===== src/design/ntprc_pkg.sv =====
// ----------------------------------------------------------------------------
// ntprc_pkg: shared types and constants
// Payload structs, status codes and the decimal digit tables used by the
// fraction-to-nanosecond conversion.
// ----------------------------------------------------------------------------
package ntprc_pkg;

  // status codes
  localparam logic [1:0] ST_OK      = 2'd0;
  localparam logic [1:0] ST_UNSYNC  = 2'd1;
  localparam logic [1:0] ST_VERSION = 2'd2;

  localparam logic [1:0]  LEAP_ALARM   = 2'd3;
  localparam logic [2:0]  VERSION_MAX  = 3'd3;
  localparam logic [31:0] EPOCH_RESET  = 32'd2208988800;
  localparam logic [31:0] HIGH_BITS    = 32'hF000_0000;
  localparam logic [31:0] DIGIT_FACTOR = 32'h8AC7_2305;  // 2328306437 = ceil(10^19 / 2^32)

  // prescaled fraction is below 2^29 in both paths
  localparam int unsigned FRAC_W = 29;

  // Decimal digits of DIGIT_FACTOR, most significant first. Term k is
  // floor(f * DIGIT[k] / 10^(k+1)). The tenth term (digit 7 over 10^10) is
  // always zero for any f below 2^29, so it is not built.
  localparam int unsigned NUM_TERMS = 9;
  localparam logic [3:0] DIGIT [NUM_TERMS] = '{4'd2, 4'd3, 4'd2, 4'd8, 4'd3,
                                              4'd0, 4'd6, 4'd4, 4'd3};
  localparam longint unsigned POW10 [NUM_TERMS] = '{
    64'd10, 64'd100, 64'd1000, 64'd10000, 64'd100000, 64'd1000000,
    64'd10000000, 64'd100000000, 64'd1000000000};

  typedef struct packed {
    logic [7:0]  header_byte;
    logic [31:0] tx_seconds;
    logic [31:0] tx_fraction;
  } in_t;

  typedef struct packed {
    logic [1:0]  status;
    logic [31:0] unix_seconds;
    logic [29:0] nanoseconds;
  } out_t;

  // header check result handed to the digit stage
  typedef struct packed {
    logic [1:0]        status;
    logic [31:0]       unix_seconds;
    logic              scaled;
    logic [FRAC_W-1:0] frac_f;
  } chk_t;

endpackage


===== src/design/ntprc_cdiv.sv =====
// ----------------------------------------------------------------------------
// ntprc_cdiv: divide by a constant
// Exact floor(x / DIVISOR) for 32-bit x via a 33-bit reciprocal multiply.
// ----------------------------------------------------------------------------
module ntprc_cdiv #(
  parameter longint unsigned DIVISOR = 10
) (
  input  logic [31:0] x,
  output logic [31:0] q
);

  localparam int unsigned SHIFT   = 32 + $clog2(DIVISOR);
  localparam logic [63:0] MAGIC64 = ((64'd1 << SHIFT) + DIVISOR - 64'd1) / DIVISOR;
  localparam logic [32:0] MAGIC   = MAGIC64[32:0];

  logic [64:0] prod;
  logic [64:0] shifted;

  assign prod    = {33'd0, x} * {32'd0, MAGIC};
  assign shifted = prod >> SHIFT;
  assign q       = shifted[31:0];

endmodule


===== src/design/ntprc_check.sv =====
// ----------------------------------------------------------------------------
// ntprc_check: header check and fraction prescale
// Leap/seconds and version checks, Unix seconds, divide-by-ten prescale.
// ----------------------------------------------------------------------------
module ntprc_check (
  input  ntprc_pkg::in_t  item,
  input  logic [31:0]     epoch_offset,
  output ntprc_pkg::chk_t chk
);
  import ntprc_pkg::*;

  logic [1:0]  leap;
  logic [2:0]  version;
  logic        unsync;
  logic        bad_ver;
  logic [31:0] frac_div10;

  assign leap    = item.header_byte[7:6];
  assign version = item.header_byte[5:3];
  assign unsync  = (leap == LEAP_ALARM) || (item.tx_seconds == 32'd0);
  assign bad_ver = (version == 3'd0) || (version > VERSION_MAX);

  ntprc_cdiv #(.DIVISOR(10)) u_div10 (
    .x (item.tx_fraction),
    .q (frac_div10)
  );

  always_comb begin
    priority if (unsync) begin
      chk.status = ST_UNSYNC;
    end else if (bad_ver) begin
      chk.status = ST_VERSION;
    end else begin
      chk.status = ST_OK;
    end
    chk.unix_seconds = (chk.status == ST_OK) ? (item.tx_seconds - epoch_offset) : 32'd0;
    chk.scaled       = (item.tx_fraction & HIGH_BITS) != 32'd0;
    chk.frac_f       = chk.scaled ? frac_div10[FRAC_W-1:0] : item.tx_fraction[FRAC_W-1:0];
  end

endmodule


===== config.mk =====
export PLATFORM = sky130hd
export DESIGN_NAME = ntprc_check
export DESIGN_NICKNAME = d
export VERILOG_FILES = /design/src/design/ntprc_pkg.sv /design/src/design/ntprc_cdiv.sv /design/src/design/ntprc_check.sv
export SDC_FILE = /design/constraint.sdc
export NUM_CORES = 1
export LEC_CHECK = 0
export BUFFER_PORTS_ARGS = -buffer_cell sky130_fd_sc_hd__buf_2
export CAP_MARGIN = 20
export CORE_UTILIZATION = 25
export DETAILED_ROUTE_END_ITERATION = 6
export GPL_ROUTABILITY_DRIVEN = 0
export PLACE_DENSITY_LB_ADDON = 0.05
export SYNTH_ARGS = -nofsm -noshare
export SYNTH_HDL_FRONTEND = slang
export SYNTH_SLANG_ARGS = --single-unit

===== constraint.sdc =====
create_clock -name vclk -period 10.8
set_input_delay 1.08 -clock vclk [all_inputs]
set_output_delay 1.08 -clock vclk [all_outputs]
set_load 0.01 [all_outputs]

---- Yosys cells after proc, flatten, opt, wreduce, memory -nomap -nowiden ----
Cells that the tools add are included.
storage, ports and cells
  word-level logic and storage cells ...... 14
  output and inout port bits .............. 64
  register bits after elaboration ......... 0
cells by class
  add/subtract/negate cells ............... 1
  $lt $le $gt $ge ......................... 1
  $mul .................................... 1
  muxes and demuxes ....................... 4
  equal/unequal tests ..................... 1
  reductions and logical operators ........ 6
operators with widths
  cell                      number
  $mul A32 B32 Y64 const B  1
  $logic_not A32 Y1         1
  $mux W32                  1
  $reduce_bool A32 Y1       1
  $sub A32 B32 Y32          1
  $mux W29                  1
  $mux W2                   2
  $gt A3 B2 Y1 const B      1
  $logic_not A3 Y1          1
  $eq A2 B2 Y1 const B      1
  $logic_not A2 Y1          1
  $logic_or A1 B1 Y1        2

---- Depth between registers and ports, before layout ----
  depth after elaboration ................. 6
  mapped depth ............................ 25
  gate-level depth less buffers ........... 25

---- Cells and area by module ----
A second synthesis with hierarchy kept.
unflattened totals
  cells, all modules ...................... 2,069
  area, all modules ....................... 19,467.4 um^2
modules (own cells, without submodules)
  module       times used  area an instance (um^2)  cells an instance
  ntprc_cdiv   1           16,941.2                 1,720
  ntprc_check  1           2,526.2                  349

---- Worst setup path before layout ----
OpenSTA, ideal clock, no wires.
  path kind ............................... input port to output port
  from .................................... in item[10] (netlist bit)
  to ...................................... out chk[24] (netlist bit)
  arrival time ............................ 7.382 ns
  path slack .............................. 2.338 ns
  buffers on the path ..................... 1
  stages on the path ...................... 24
  cell sequence ........................... ha_1 -> clkbuf_1 -> xor2_1 -> ha_1 -> a21o_1 -> fa_1 -> inv_1 -> fa_1 -> inv_1 -> fa_1 -> fa_1 -> fa_1 -> fa_1 -> ha_1 -> a21oi_2 -> o211ai_1 -> o2111ai_1 -> nor2_1 -> a2111oi_4 -> nor4_4 -> o21ai_2 -> a21oi_1 -> o21a_1 -> o31ai_1
RTL lines
  what             line              text
  start, declared  ntprc_check.sv:6  input ntprc_pkg::in_t item,
  end, declared    ntprc_check.sv:8  output ntprc_pkg::chk_t chk

==> metrics <==
Tcrit/Tclk final between 90% and 100%; Vert. Die Dim between 200 and 300 um; slowest CP cell fa_1; fin. max-slew vios 0; FFs & Latches 0; area delta synth->final 11.1%; post-cts hold buffer count 0; CP max stage delay approximately 600 ps; Mapped Nets 2938; CLK BUF 0; WS Path Type input port to output port; synthesized cell area roughly 19000 sq um; synth warn 0; CP Max Fanout 6; mux contribution to synthesized area less than 1%; GRT Util Overall ~20%; Mapped Cells around 2100; vias in the first global route about 17000; Synth Area in XOR/XNOR 4.67%; Adder-Cell Fraction of Synth Area about two thirds; total number of vias between 10000 and 15000; DR iter-0 viols between 500 and 600; port buffer count roughly 170; post-CTS setup buffer count 0; family with the most delay on the worst path adder cells; worst hold path type input port to output port; initial antenna violation count 0; PostCTS Resize Cnt 0; post-synth cell types between 80 and 90; drt drc 0; routed length per instance 22.9 um; largest family of logic cells by synthesized area adder cells; multi-input logic area ~17000 sq um; pin count of the biggest net entering global routing between 40 and 50; # IOs roughly 170; Critical Path RT slightly below 10000 ps; Slew HR a little under half; Worst setup SP type input port; Die ar. 77600 sq um; Worst Tran Pin Value slightly above 800 ps; Starting Density around a quarter; grt total ovfl 0; DPL Wire Length between 60 and 70 mm; Crit. End Element output port; nets@finish roughly 3100; die width roughly 280 um; WP buf/inv 8; Inserted Diodes 0; max-cap check violation count 0; # setup viols final 0; num rows approximately 100; status finished, final reports clean; most frequent CP cell fa_1; post-route minimum period roughly 10000 ps; sequential fraction of the synthesis area 0%; Avg Synthesized Cell Area 9.25 sq um; global-route wire length before repair around 110 mm; RSZ-0062 raised after global routing no; fill count just over 8000; Core Area 75800 sq um; flip-flop and latch area 0 sq um; Arr. time, crit path just under 9000 ps; total negative slack 0 ps; Achievable Freq 100 MHz; Fin. Hold Viols 0; post-synthesis simple-gate area fraction 8.07%; share of cells above drive strength 1 between 10 and 15%; DRT antenna net count 0; first-pass iteration count of the detailed router 5; Synth Area in Compound Gates under 10%; final wirelength around 74 mm; routed vias/inst roughly 4.5
## path summary, 6_finish.rpt
check / startpoint / to / slack (ps) / cells past startpoint
worst max-delay path: item[16] / chk[28] / 830 / 27
worst min-delay path: item[69] / chk[63] / 2480 / 4
## layout make-up
cell class	count	share of cell area, %
tap	978	5.76
timing repair buffer	196	4.98
inverter	569	10.0
multi-input combinational	1469	79.2
## metrics by stage
| stage | util (%) | worst slack (ps) | hold slack [ps] | area (sq um) | cells |
|---|---|---|---|---|---|
| 2_1_floorplan | - | 2340 | 2280 | 19100 | 2069 |
| 3_3_place_gp | 28.0 | 792 | 2480 | 21300 | 3212 |
| 3_5_place_dp | 28.0 | 804 | 2480 | 21300 | 3212 |
| 4_1_cts | 28.0 | 778 | 2480 | 21300 | 3212 |
| 5_1_grt | 28.0 | 421 | 2500 | 21300 | 3212 |
| 6_report | 28.0 | 828 | 2480 | 21300 | 3212 |
## cells in the mapped netlist (3+ instances only)
cell type | count | share of area, %
buf_6 | 3 | 0.18
nand2b_1 | 10 | 0.33
nor2_1 | 91 | 1.8
a21oi_1 | 93 | 2.4
and2_1 | 11 | 0.36
nand2_1 | 75 | 1.5
a21o_1 | 47 | 1.8
a211oi_1 | 11 | 0.43
or3_1 | 3 | 0.098
o31ai_1 | 8 | 0.31
xor2_1 | 56 | 2.6
and3_2 | 3 | 0.12
clkbuf_1 | 25 | 0.49
o211ai_1 | 6 | 0.24
o221ai_1 | 3 | 0.14
and3_1 | 11 | 0.36
o2111ai_1 | 3 | 0.14
o21bai_1 | 11 | 0.43
nand3b_1 | 3 | 0.12
o21ai_0 | 43 | 1.1
o21ai_1 | 3 | 0.078
nand3_1 | 26 | 0.68
xnor2_1 | 46 | 2.1
a21boi_0 | 4 | 0.16
ha_1 | 378 | 25
nor3b_1 | 3 | 0.12
inv_1 | 569 | 11
fa_1 | 387 | 41
nor3_1 | 18 | 0.47
a31oi_1 | 15 | 0.49
nor4_1 | 11 | 0.36
nor2b_1 | 11 | 0.36
o21a_1 | 12 | 0.47
nand4_1 | 13 | 0.43
## cell usage in the layout, fill, tap and decap left out, types with 12 or more instances in the layout
| cell | instances |
|---|---|
| nor3_1 | 18 |
| xnor2_1 | 46 |
| nor2_1 | 91 |
| o21a_1 | 12 |
| nand4_1 | 13 |
| inv_1 | 569 |
| fa_1 | 387 |
| o21ai_0 | 43 |
| buf_2 | 165 |
| nand3_1 | 26 |
| buf_4 | 31 |
| a31oi_1 | 15 |
| xor2_1 | 56 |
| a21o_1 | 47 |
| a21oi_1 | 93 |
| nand2_1 | 75 |
| ha_1 | 378 |
## cell families (layout without fill, tap and decap cells)
group / count (synthesis) / after routing
buf+inv: 600 / 765
simple gates: 310 / 310
xor+xnor: 102 / 102
fa+ha+maj: 765 / 765
mux: 2 / 2
compound gates: 290 / 290
## per-layer routing
layer	vias to the layer above	share of wire [%]	track usage, %	routed length (um)
met1	7334	45	25.3	33300
li1	6875	-	-	-
met2	177	52	36.7	38200
met4	0	1.1	1.73	817
met5	-	0	0	0
met3	20	1.6	0.561	1170
Power is left out: the tool's default activity adds up to more than one toggle a clock period on the data nets, which glitch-free logic cannot reach.
